[src/arma_pkg.sv]
// shared types and constants for the address region map allocator
package arma_pkg;

	localparam int MAX_REGIONS = 32;
	localparam int PAGE_BITS   = 12;
	localparam int ADDR_BITS   = 48;
	localparam int LEN_BITS    = 49;

	localparam int PW = ADDR_BITS - PAGE_BITS;    // page number
	localparam int EW = PW + 1;                   // end page, may equal 2^PW
	localparam int NW = LEN_BITS - PAGE_BITS;     // page count
	localparam int SW = ((NW > EW) ? NW : EW) + 1; // page sums
	localparam int CW = $clog2(MAX_REGIONS + 2);  // entry counts
	localparam int IW = $clog2(MAX_REGIONS);      // entry index

	localparam logic [4:0] ATTR_RSV = 5'b10000;

	typedef enum logic [1:0] {
		OP_MAP     = 2'd0,
		OP_RESERVE = 2'd1,
		OP_UNMAP   = 2'd2,
		OP_FAULT   = 2'd3
	} op_t;

	typedef enum logic [2:0] {
		ST_OK        = 3'd0,
		ST_INVAL     = 3'd1,
		ST_NOSPACE   = 3'd2,
		ST_FULL      = 3'd3,
		ST_UNHANDLED = 3'd4
	} status_t;

	typedef enum logic [1:0] {
		WR_NONE = 2'd0,
		WR_P1   = 2'd1,
		WR_P2   = 2'd2,
		WR_INS  = 2'd3
	} wr_sel_t;

	typedef struct packed {
		logic [PW-1:0] start_pg;
		logic [EW-1:0] end_pg;
		logic [4:0]    attr;
		logic [PW-1:0] obj_pg;
	} entry_t;

	typedef struct packed {
		logic    load;
		logic    rd;
		logic    adv;
		logic    hole_take;
		logic    cur_upd;
		wr_sel_t wr_sel;
		logic    commit;
		logic    fault_fin;
		logic    set_st;
		status_t st_code;
	} cmd_t;

	typedef struct packed {
		op_t  op;
		logic arg_ok;
		logic fixed;
		logic empty;
		logic last;
		logic h_skip;
		logic h_fit;
		logic h_end_fit;
		logic p1_v;
		logic p1_ge;
		logic p2_v;
		logic p2_ge;
		logic pend;
		logic f_hit;
	} sts_t;

endpackage

[src/arma_ctrl.sv]
// operation sequencer for the address region map allocator
module arma_ctrl (
	input  logic           clk,
	input  logic           arst_n,
	input  logic           start,
	output logic           busy,
	output logic           done,
	input  arma_pkg::sts_t sts,
	output arma_pkg::cmd_t cmd
);

	typedef enum logic [3:0] {
		S_IDLE, S_CHECK, S_H_RD, S_H_EV, S_H_END, S_C_RD, S_C_P1, S_C_P2,
		S_TAIL, S_COMMIT, S_F_RD, S_F_EV
	} state_t;

	state_t state_q, state_d;
	logic   done_q, done_d;

	always_comb begin
		cmd = '0;
		cmd.wr_sel = arma_pkg::WR_NONE;
		cmd.st_code = arma_pkg::ST_OK;
		state_d = state_q;
		done_d = 1'b0;
		unique case (state_q)
			S_IDLE: begin
				if (start) begin
					cmd.load = 1'b1;
					state_d = S_CHECK;
				end
			end
			S_CHECK: begin
				if (!sts.arg_ok) begin
					cmd.set_st = 1'b1;
					cmd.st_code = arma_pkg::ST_INVAL;
					done_d = 1'b1;
					state_d = S_IDLE;
				end else if (sts.op == arma_pkg::OP_FAULT) begin
					if (sts.empty) begin
						cmd.set_st = 1'b1;
						cmd.st_code = arma_pkg::ST_UNHANDLED;
						done_d = 1'b1;
						state_d = S_IDLE;
					end else begin
						state_d = S_F_RD;
					end
				end else if (sts.op == arma_pkg::OP_MAP && !sts.fixed) begin
					state_d = sts.empty ? S_H_END : S_H_RD;
				end else begin
					state_d = sts.empty ? S_TAIL : S_C_RD;
				end
			end
			S_H_RD: begin
				cmd.rd = 1'b1;
				state_d = S_H_EV;
			end
			S_H_EV: begin
				if (!sts.h_skip && sts.h_fit) begin
					cmd.hole_take = 1'b1;
					state_d = S_C_RD;
				end else begin
					cmd.cur_upd = !sts.h_skip;
					if (sts.last) begin
						state_d = S_H_END;
					end else begin
						cmd.adv = 1'b1;
						state_d = S_H_RD;
					end
				end
			end
			S_H_END: begin
				if (sts.h_end_fit) begin
					cmd.hole_take = 1'b1;
					state_d = sts.empty ? S_TAIL : S_C_RD;
				end else begin
					cmd.set_st = 1'b1;
					cmd.st_code = arma_pkg::ST_NOSPACE;
					done_d = 1'b1;
					state_d = S_IDLE;
				end
			end
			S_C_RD: begin
				cmd.rd = 1'b1;
				state_d = S_C_P1;
			end
			S_C_P1: begin
				// the new region goes ahead of the first piece not below it
				if (!sts.p1_v) begin
					state_d = S_C_P2;
				end else if (sts.pend && sts.p1_ge) begin
					cmd.wr_sel = arma_pkg::WR_INS;
				end else begin
					cmd.wr_sel = arma_pkg::WR_P1;
					state_d = S_C_P2;
				end
			end
			S_C_P2: begin
				if (sts.p2_v && sts.pend && sts.p2_ge) begin
					cmd.wr_sel = arma_pkg::WR_INS;
				end else begin
					if (sts.p2_v)
						cmd.wr_sel = arma_pkg::WR_P2;
					if (sts.last) begin
						state_d = S_TAIL;
					end else begin
						cmd.adv = 1'b1;
						state_d = S_C_RD;
					end
				end
			end
			S_TAIL: begin
				if (sts.pend)
					cmd.wr_sel = arma_pkg::WR_INS;
				state_d = S_COMMIT;
			end
			S_COMMIT: begin
				cmd.commit = 1'b1;
				done_d = 1'b1;
				state_d = S_IDLE;
			end
			S_F_RD: begin
				cmd.rd = 1'b1;
				state_d = S_F_EV;
			end
			S_F_EV: begin
				if (sts.f_hit) begin
					cmd.fault_fin = 1'b1;
					done_d = 1'b1;
					state_d = S_IDLE;
				end else if (sts.last) begin
					cmd.set_st = 1'b1;
					cmd.st_code = arma_pkg::ST_UNHANDLED;
					done_d = 1'b1;
					state_d = S_IDLE;
				end else begin
					cmd.adv = 1'b1;
					state_d = S_F_RD;
				end
			end
			default: state_d = S_IDLE;
		endcase
	end

	always_ff @(posedge clk or negedge arst_n) begin
		if (!arst_n) begin
			state_q <= S_IDLE;
			done_q  <= 1'b0;
		end else begin
			state_q <= state_d;
			done_q  <= done_d;
		end
	end

	assign busy = (state_q != S_IDLE);
	assign done = done_q;

endmodule
[config.mk]
export PLATFORM = sky130hd
export DESIGN_NAME = arma_ctrl
export DESIGN_NICKNAME = d
export VERILOG_FILES = /design/src/arma_pkg.sv /design/src/arma_ctrl.sv
export SDC_FILE = /design/constraint.sdc
export NUM_CORES = 1
export LEC_CHECK = 0
export BUFFER_PORTS_ARGS = -buffer_cell sky130_fd_sc_hd__buf_2
export CAP_MARGIN = 20
export CORE_MARGIN = 1
export CORE_UTILIZATION = 42
export CTS_CLUSTER_DIAMETER = 150
export CTS_CLUSTER_SIZE = 8
export DETAILED_ROUTE_END_ITERATION = 10
export GPL_ROUTABILITY_DRIVEN = 0
export GPL_TIMING_DRIVEN = 0
export PLACE_DENSITY = 0.75
export SKIP_LAST_GASP = 1
export SYNTH_ARGS = -nofsm -noshare
export SYNTH_HDL_FRONTEND = slang
export SYNTH_SLANG_ARGS = --single-unit
[constraint.sdc]
create_clock -name clk -period 1.4 [get_ports clk]
set_clock_uncertainty 0.15 [all_clocks]
set_input_delay 0.21 -clock clk [delete_from_list [all_inputs] [get_ports clk]]
set_output_delay 0.21 -clock clk [all_outputs]
set_load 0.005 [all_outputs]
==> results of run 1 <==
-- kinds of logic after synthesis --
group,synth area share (%)
AND/OR/NAND/NOR,42.3
AO/OA/AOI/OAI,25.8
buffers and inverters,10.6
flip-flops,16.3
adder cells (fa/ha/maj),4.90
-- final timing paths --
kind                                                to  depth (start not counted)  slack [ns]
worst max-delay path                            cmd[7]                          6       -0.38
worst min-delay path            state_q[0]$_DFFE_PN0P_                          2        0.13
worst max register to register  state_q[2]$_DFFE_PN0P_                          6       -0.21
worst min register to register  state_q[2]$_DFFE_PN0P_                          2        0.55
max in group asynchronous               done$_DFF_PN0_                          2        0.82
min in group clk                state_q[3]$_DFFE_PN0P_                          3        0.18
-- registers in the layout, indices dropped and copies added, names as in the netlist --
signal   count
state_q      4
done         1
-- per-layer routing --
metal	share of wire, %	track usage [%]	vias up
met3	8.2	6.00	10
met5	0	0	-
met2	51	42.6	63
met1	38	33.8	488
li1	-	-	473
met4	3.3	12.7	0
-- where the power goes --
part / internal [mW] / leakage [nW] / switching [mW]
clock network: 0.109 / 0.0150 / 0.0745
registers: 0.204 / 0.0651 / 0.0527
logic: 0.892 / 0.532 / 0.890
total: 1.21 / 0.612 / 1.02
-- final cells by class --
cell class / instances / area, µm² / share of cell area (%)
multi-input cells: 80 / 671 / 53.0
inverters: 8 / 35.0 / 2.77
flip-flops and latches: 5 / 125 / 9.89
well taps: 25 / 31.3 / 2.47
plain buffers: 5 / 60.1 / 4.75
clock buffers: 4 / 26.3 / 2.08
repair buffers: 50 / 317 / 25.0
-- through the flow --
| stage | total power, mW | setup TNS [ns] | instances | setup slack (ns) |
|---|---|---|---|---|
| 2_1_floorplan | 1.04 | 0 | 98 | 0.0119 |
| 3_3_place_gp | 1.32 | -1.20 | 155 | -0.164 |
| 3_5_place_dp | 1.34 | -1.40 | 155 | -0.186 |
| 4_1_cts | 1.83 | -4.14 | 169 | -0.346 |
| 5_1_grt | 2.36 | -6.46 | 177 | -0.443 |
| 6_report | 2.22 | -5.43 | 177 | -0.376 |
-- critical path, delay by kind of cell (launching register included) --
kind / cells / cell delay [ns]
compound gates: 2 / 0.25
buf+inv: 2 / 0.25
flops: 1 / 0.41
simple gates: 2 / 0.25
-- layout by cell type, fill, tap and decap left out, types with 3 or more instances in the layout --
master,Yosys,routed
buf_2,1,32
clkbuf_4,0,3
and3_1,6,5
buf_6,2,7
inv_1,6,5
o21ai_0,3,3
nand3_2,2,3
ha_1,3,3
nand3_1,4,3
nand2_1,12,10
o21ai_2,0,3
dfrtp_1,5,5
o21ai_1,6,3
nor2_1,4,4
buf_4,1,13
-- timing repair --
action	in CTS	in global routing
resized for setup	17	17
pin swaps	9	9
hold endpoints to repair	5	0
hold buffers	1	0
buffers inserted	9	9
gates cloned	0	0
setup endpoints to repair	18	18
==> qor.yml, run 1 <==
power.density_nw_per_um2: 1760
cp_data_arrival_time_ns: 1.42
timing_worst_setup_path_type: "flop to output pin"
wl_per_cell_um: 15.5
nFillCells: 140
p_leak_nw: 0.612
slew_violations: 0
ys_seq_area_share_pct: 16.3
grt_first_pass_wirelength_um: 3890
die_h_um: 44.7
tightest_slew_ns: 0.266
rows: 15
grt_pass1_vias: 873
ir_worst_vdd_v: 0.000998
worst_slack_ns: -0.376
worst_path_max_delay_cell: "dfrtp_1"
routed_wl_um: 2740
drtIter0Drc: 48
required_ns: 1.04
design_area_um2: 1260
viasPerCell: 5.84
utilization_pct: 73.3
dp_hpwl_um: 1630
track_usage_pct: 26.6
h-tree-depth: 1
ys_seq_elements: 5
drtPass1Iterations: 4
synth-edff-count: 0
hp-class: "primary input to async pin"
cts-root-buf: "clkbuf_4"
crit_fanout: 6
synth_ff_type: "dfrtp_1"
cts.sinks: 5
synth_cell_types: 44
yosysTopAreaCell: "dfrtp_1"
min_period_over_period_pct: 127
syn-cell-area_um2: 766
cts_buffers: 3
rsz0062_at_grt: "yes"
violations: "setup timing"
yosysWarnings: 0
whs_ns: 0.128
synth.top_cell.area_share_pct: 16.3
crit_start: "state_q[2]$_DFFE_PN0P_"
synth_commonest_cells: "nand2_1 (12), and3_1 (6), inv_1 (6), o21ai_1 (6), dfrtp_1 (5)"
place_area_um2: 962
final_nets: 174
die_x_um: 44.7
clkTransAtPathRegs_ns: 0.06
relSlewSlack_pct: 82.1
status: "complete, but fails checks"
cpPeakStageDelay_ns: 0.41
synthTopCellsByArea: "dfrtp_1 (16%), nand2_1 (5.9%), and3_1 (4.9%)"
syn_to_final_growth_pct: 65.2
synth_nets: 119
finalHoldViolCount: 0
start_util_pct: 44.3
io-pin-count: 33
clk_latency_ns: 0.26
clockBufferDepth: 2
diodes: 0
setup_viol: 19
final_antenna_net_count: 0
core_area_um2: 1730
port_buffers: 32
dr_total_vias: 1034
cts_tree: "done"
grt_overflow_total: 0
cp-start-kind: "flop"
drcViolationCount: 0
drive_gt1_share_pct: 59.2
antenna_found_initial: 0
grt_max_degree: 11
die-area_um2: 2000
r2r_start: "state_q[0]$_DFFE_PN0P_"
synth.avg_cell_area_um2: 7.81
crit_path_cell_trace: "nor2b_2 > buf_6 > nand3_2 > o21ai_2 > a32o_1 > buf_2"
ys_async_sr_fraction_pct: 100
syn_inst: 98
post-synth-top-count-cell: "nand2_1"
period_minus_slack_ns: 1.78
cap_violations: 0
endpoint_kind: "output pin"
fmax_mhz: 563
No activity file was read; power rests on OpenSTA's default activity.
==> run 2: changes to the inputs <==
CORE_MARGIN = 1.5   (was 1)
CORE_UTILIZATION = 47   (was 42)
PLACE_DENSITY = 0.79   (was 0.75)
clock period = 1.8 ns   (was 1.4 ns; I/O delays follow)
==> qor.yml, run 2 (synthesis results as in run 1) <==
viasPerCell: 6.16  # was 5.84
p_leak_nw: 0.576  # was 0.612 nW
drcViolationCount: 0  # unchanged
track_usage_pct: 26.9  # was 26.6%
ir_worst_vdd_v: 0.000784  # was 0.000998 V
crit_start: "state_q[1]$_DFFE_PN0P_"  # was state_q[2]$_DFFE_PN0P_
timing_worst_setup_path_type: "flop to output pin"  # unchanged
nFillCells: 114  # was 140
whs_ns: 0.220  # was 0.128 ns
period_minus_slack_ns: 1.83
cts_tree: "done"  # unchanged
endpoint_kind: "output pin"  # unchanged
power.density_nw_per_um2: 1300  # was 1760 nW/µm²
clkTransAtPathRegs_ns: 0.05  # was 0.06 ns
rows: 14  # was 15
cts.sinks: 5  # unchanged
min_period_over_period_pct: 102
relSlewSlack_pct: 82.5  # was 82.1%
cts_buffers: 3  # unchanged
crit_path_cell_trace: "buf_6 > nor2b_4 > nand3_2 > o21ai_2 > a32o_1 > buf_2"  # was nor2b_2 > buf_6 > nand3_2 > o21ai_2 > a32o_1 > buf_2
start_util_pct: 50.2  # was 44.3%
required_ns: 1.38  # was 1.04 ns
clk_latency_ns: 0.25  # was 0.26 ns
status: "complete, but fails checks"  # unchanged
top_layer_used: "met4"  # unchanged
grt_max_degree: 11  # unchanged
clockBufferDepth: 2  # unchanged
finalHoldViolCount: 0  # unchanged
fmax_mhz: 545
p_total_mw: 1.52  # was 2.22 mW
final_common_cell: "buf_2"  # unchanged
port_buffers: 32  # unchanged
final_nets: 171  # was 174
routed_wl_um: 2580  # was 2740 µm
die-area_um2: 1880  # was 2000 µm²
h-tree-depth: 1  # unchanged
routed-wl-met3_um: 200  # was 224 µm
r2r_start: "state_q[1]$_DFFE_PN0P_"  # was state_q[0]$_DFFE_PN0P_
final_antenna_net_count: 0  # unchanged
worst_path_max_delay_cell: "dfrtp_1"  # unchanged
grt_overflow_total: 0  # unchanged
drtIter0Drc: 57  # was 48
fin_tns_setup_ns: -0.0924  # was -5.43 ns
antenna_found_initial: 0  # unchanged
wl_met2_um: 1310  # was 1390 µm
rsz0062_at_grt: "yes"  # unchanged
utilization_pct: 76.4  # was 73.3%
drtPass1Iterations: 4  # unchanged
cts-root-buf: "clkbuf_4"  # unchanged
syn_to_final_growth_pct: 52.1  # was 65.2%
grt_pass1_vias: 841  # was 873
wl_per_cell_um: 15.6  # was 15.5 µm
cp-start-kind: "flop"  # unchanged
die_x_um: 43.4  # was 44.7 µm
core_area_um2: 1520  # was 1730 µm²
largest_reg_flops: 4  # unchanged
drive_gt1_share_pct: 54.4  # was 59.2%
cp_data_arrival_time_ns: 1.41  # was 1.42 ns
io-pin-count: 33  # unchanged
violations: "setup timing"  # unchanged
slew_violations: 0  # unchanged
wl_met1_um: 974  # was 1040 µm
mostFrequentLayoutCells: "buf_2 (32), buf_4 (14), nand2_1 (11)"  # was buf_2 (32), buf_4 (13), nand2_1 (10)
worst_slack_ns: -0.0345  # was -0.376 ns
setup_viol: 5  # was 19
diodes: 0  # unchanged
dp_hpwl_um: 1570  # was 1630 µm
grt_first_pass_wirelength_um: 3730  # was 3890 µm
dr_total_vias: 1016  # was 1034
tightest_slew_ns: 0.259  # was 0.266 ns
cpPeakStageDelay_ns: 0.40  # was 0.41 ns
die_h_um: 43.4  # was 44.7 µm
hp-class: "primary input to async pin"  # unchanged
cap_violations: 0  # unchanged
crit_fanout: 5  # was 6
top_register: "state_q"  # unchanged
## run 2: repair_timing
action                     4_1_cts  5_1_grt
gates resized for setup          7       12
hold buffers                     1        0
pin swaps                        3        2
setup buffers                    9        5
hold endpoints to repair         5        0
setup endpoints to repair        8        9
## run 2: area by class of cell
cell class	instances	area, µm²	area share [%]
Buffer	5	60.1	5.16
Tap cell	16	20.0	1.72
Multi-Input combinational cell	80	622	53.4
Inverter	8	35.0	3.01
Timing Repair Buffer	47	275	23.6
Clock buffer	3	22.5	1.93
Sequential cell	5	125	10.7
Clock inverter	1	5.00	0.430
## run 2: worst paths after layout
kind	slack (ns)	cells past startpoint	end
max	-0.03	6	cmd[7]
min	0.22	2	state_q[3]$_DFFE_PN0P_
max reg2reg	0.26	5	state_q[3]$_DFFE_PN0P_
min reg2reg	0.64	4	state_q[3]$_DFFE_PN0P_
max in group asynchronous	1.14	2	state_q[0]$_DFFE_PN0P_
min in group clk	0.27	3	done$_DFF_PN0_
## run 2: worst max-delay path: cells and delay by family, from the launching register on
kind	cells	cell delay (ns)
DFF	1	0.40
buffers and inverters	2	0.26
and+or+nand+nor	2	0.25
AOI/OAI and AO/OA	2	0.25
## run 2: per-stage QoR
step / instance area, µm² / worst slack (ns) / cells
4_1_cts: 1080 / -0.0104 / 160
6_report: 1160 / -0.0345 / 165
5_1_grt: 1160 / -0.0930 / 165
3_5_place_dp: 946 / 0.113 / 146
3_3_place_gp: 946 / 0.148 / 146
2_1_floorplan: 766 / 0.338 / 98
## run 2: metal layers
layer	up-vias	GRT usage, %
met5	-	0
met4	0	13.9
met3	13	4.17
met2	72	43.6
met1	462	34.6
li1	469	-
## run 2: where the power goes
part / internal, mW / switching [mW] / total, mW
Clock: 0.0811 / 0.0592 / 0.140
Combinational: 0.573 / 0.608 / 1.18
Sequential: 0.159 / 0.0402 / 0.199
Total: 0.812 / 0.707 / 1.52
==> run 3: changes to the inputs <==
CELL_PAD_IN_SITES_DETAIL_PLACEMENT = 0   (was not set)
CELL_PAD_IN_SITES_GLOBAL_PLACEMENT = 2   (was not set)
CORE_UTILIZATION = 25   (was 47)
PLACE_DENSITY = not set   (was 0.79)
PLACE_DENSITY_LB_ADDON = 0.1   (was not set)
==> qor.yml, run 3 (synthesis results as in run 1) <==
drive_gt1_share_pct: 52.0  # was 54.4%
finalHoldViolCount: 0  # unchanged
core_area_um2: 2830  # was 1520 µm²
grt_overflow_total: 0  # unchanged
antenna_found_initial: 0  # unchanged
setup_viol: 2  # was 5
dp_hpwl_um: 1880  # was 1570 µm
tightest_slew_ns: 0.269  # was 0.259 ns
top_register: "state_q"  # unchanged
violations: "setup timing"  # unchanged
intPower_mw: 0.825  # was 0.812 mW
hp-class: "primary input to async pin"  # unchanged
rsz0062_at_grt: "yes"  # unchanged
cts-root-buf: "clkbuf_4"  # unchanged
clk_latency_ns: 0.24  # was 0.25 ns
die_h_um: 58.3  # was 43.4 µm
crit_fanout: 7  # was 5
die-area_um2: 3400  # was 1880 µm²
clockBufferDepth: 2  # unchanged
fin_tns_setup_ns: -0.0253  # was -0.0924 ns
seqCellArea_um2: 125  # unchanged
met1_usage_pct: 20.6  # was 34.6%
fmax_mhz: 551  # was 545 MHz
cts_buffers: 3  # unchanged
dr_total_vias: 942  # was 1016
grt_busiest_layer: "met2"  # unchanged
grt_max_degree: 11  # unchanged
cpPeakStageDelay_ns: 0.37  # was 0.40 ns
start_util_pct: 27.1  # was 50.2%
period_minus_slack_ns: 1.81  # was 1.83 ns
viasPerCell: 5.20  # was 6.16
cts_tree: "done"  # unchanged
wl_per_cell_um: 14.1  # was 15.6 µm
final_cell_count_no_fill: 181  # was 165
drcViolationCount: 0  # unchanged
h-tree-depth: 1  # unchanged
sw_frac_of_total_pct: 45.3  # was 46.5%
mostFrequentLayoutCells: "buf_2 (32), buf_4 (15), nand2_1 (11)"  # was buf_2 (32), buf_4 (14), nand2_1 (11)
cts.sinks: 5  # unchanged
final_nets: 172  # was 171
grt_pass1_vias: 852  # was 841
p_leak_nw: 0.578  # was 0.576 nW
p_total_mw: 1.51  # was 1.52 mW
rows: 19  # was 14
power.density_nw_per_um2: 1290  # was 1300 nW/µm²
switchingPower_mw: 0.684  # was 0.707 mW
diodes: 0  # unchanged
seq_power_share_pct: 12.7  # was 13.1%
reg2regPathDepth: 7  # was 5
routed_wl_um: 2540  # was 2580 µm
min_period_over_period_pct: 101  # was 102%
drtPass1Iterations: 4  # unchanged
endpoint_kind: "output pin"  # unchanged
relSlewSlack_pct: 81.9  # was 82.5%
clkTransAtPathRegs_ns: 0.04  # was 0.05 ns
multi_input_area_um2: 608  # was 622 µm²
power_frac_clock_pct: 8.5  # was 9.2%
worst_path_max_delay_cell: "dfrtp_1"  # unchanged
cp_data_arrival_time_ns: 1.39  # was 1.41 ns
dp_cells: 161  # was 146
nFillCells: 308  # was 114
comb_power_share_pct: 78.8  # was 77.7%
grt_first_pass_wirelength_um: 3900  # was 3730 µm
drtIter0Drc: 31  # was 57
track_usage_pct: 14.9  # was 26.9%
syn_to_final_growth_pct: 53.1  # was 52.1%
port_buffers: 32  # unchanged
worst_slack_ns: -0.0150  # was -0.0345 ns
required_ns: 1.38  # about the same
final_common_cell: "buf_2"  # unchanged
timing_worst_setup_path_type: "flop to output pin"  # unchanged
ir_worst_vdd_v: 0.000424  # was 0.000784 V
crit_path_cell_trace: "buf_6 > nor2b_4 > nand4b_1 > o21ai_1 > buf_2"  # was buf_6 > nor2b_4 > nand3_2 > o21ai_2 > a32o_1 > buf_2
post-place-ws_ns: 0.0706  # was 0.113 ns
whs_ns: 0.217  # was 0.220 ns
use_met2_pct: 25.8  # was 43.6%
final_antenna_net_count: 0  # unchanged
largest_reg_flops: 4  # unchanged
die_x_um: 58.3  # was 43.4 µm
cp-start-kind: "flop"  # unchanged
cap_violations: 0  # unchanged
grt_util_met3_pct: 0  # was 4.17%
slew_violations: 0  # unchanged
status: "complete, but fails checks"  # unchanged
io-pin-count: 33  # unchanged
run 3: what timing repair did:
item                                   CTS  global route
pin swaps                                2             3
buffers inserted                        12             3
hold buffers                             1             0
resized for setup                        7             7
cloned                                   0             0
endpoints found under the hold margin    5             0
setup endpoints to repair                8             8
run 3: path summary, 6_finish.rpt:
| kind | to | slack (ns) | start |
|---|---|---|---|
| setup / recovery | cmd[2] | -0.01 | state_q[3]$_DFFE_PN0P_ |
| hold / removal | done$_DFF_PN0_ | 0.22 | arst_n |
| setup reg to reg | state_q[1]$_DFFE_PN0P_ | 0.19 | state_q[0]$_DFFE_PN0P_ |
| hold reg to reg | state_q[3]$_DFFE_PN0P_ | 0.60 | state_q[3]$_DFFE_PN0P_ |
| max in group asynchronous | state_q[0]$_DFFE_PN0P_ | 1.16 | arst_n |
| min in group clk | state_q[3]$_DFFE_PN0P_ | 0.28 | sts[0] |
run 3: power groups by stage:
stage               Sequential [mW]  Clock (mW)  Combinational (mW)
finish                        0.192       0.128                1.19
global placement              0.192           0               0.884
floorplan                     0.188           0               0.620
global route                  0.195       0.142                1.29
CTS                           0.189       0.131                1.11
detailed placement            0.192           0               0.884
run 3: metrics by stage:
step / utilization [%] / area, µm²
floorplan: - / 766
global placement: 34.1 / 965
detailed placement: 34.1 / 965
CTS: 39.5 / 1120
global route: 41.4 / 1170
finish: 41.4 / 1170
run 3: area by class of cell:
class	count	share of cell area, %
Buffer	5	5.02
Timing Repair Buffer	48	24.1
Inverter	8	2.77
Clock buffer	4	2.24
Multi-Input combinational cell	80	51.9
Tap cell	31	3.31
Sequential cell	5	10.7
run 3: worst max-delay path, delay by kind of cell, from the launching register on:
kind | cells | cell delay, ns
AOI/OAI and AO/OA | 1 | 0.10
buffers and inverters | 2 | 0.28
and+or+nand+nor | 2 | 0.40
DFF | 1 | 0.37
run 3: metal layers:
metal  wire length [µm]  part of all wire, %
met1               1220                   48
met2               1240                   49
met3                 68                  2.7
met4                 17                 0.67
met5                  0                    0
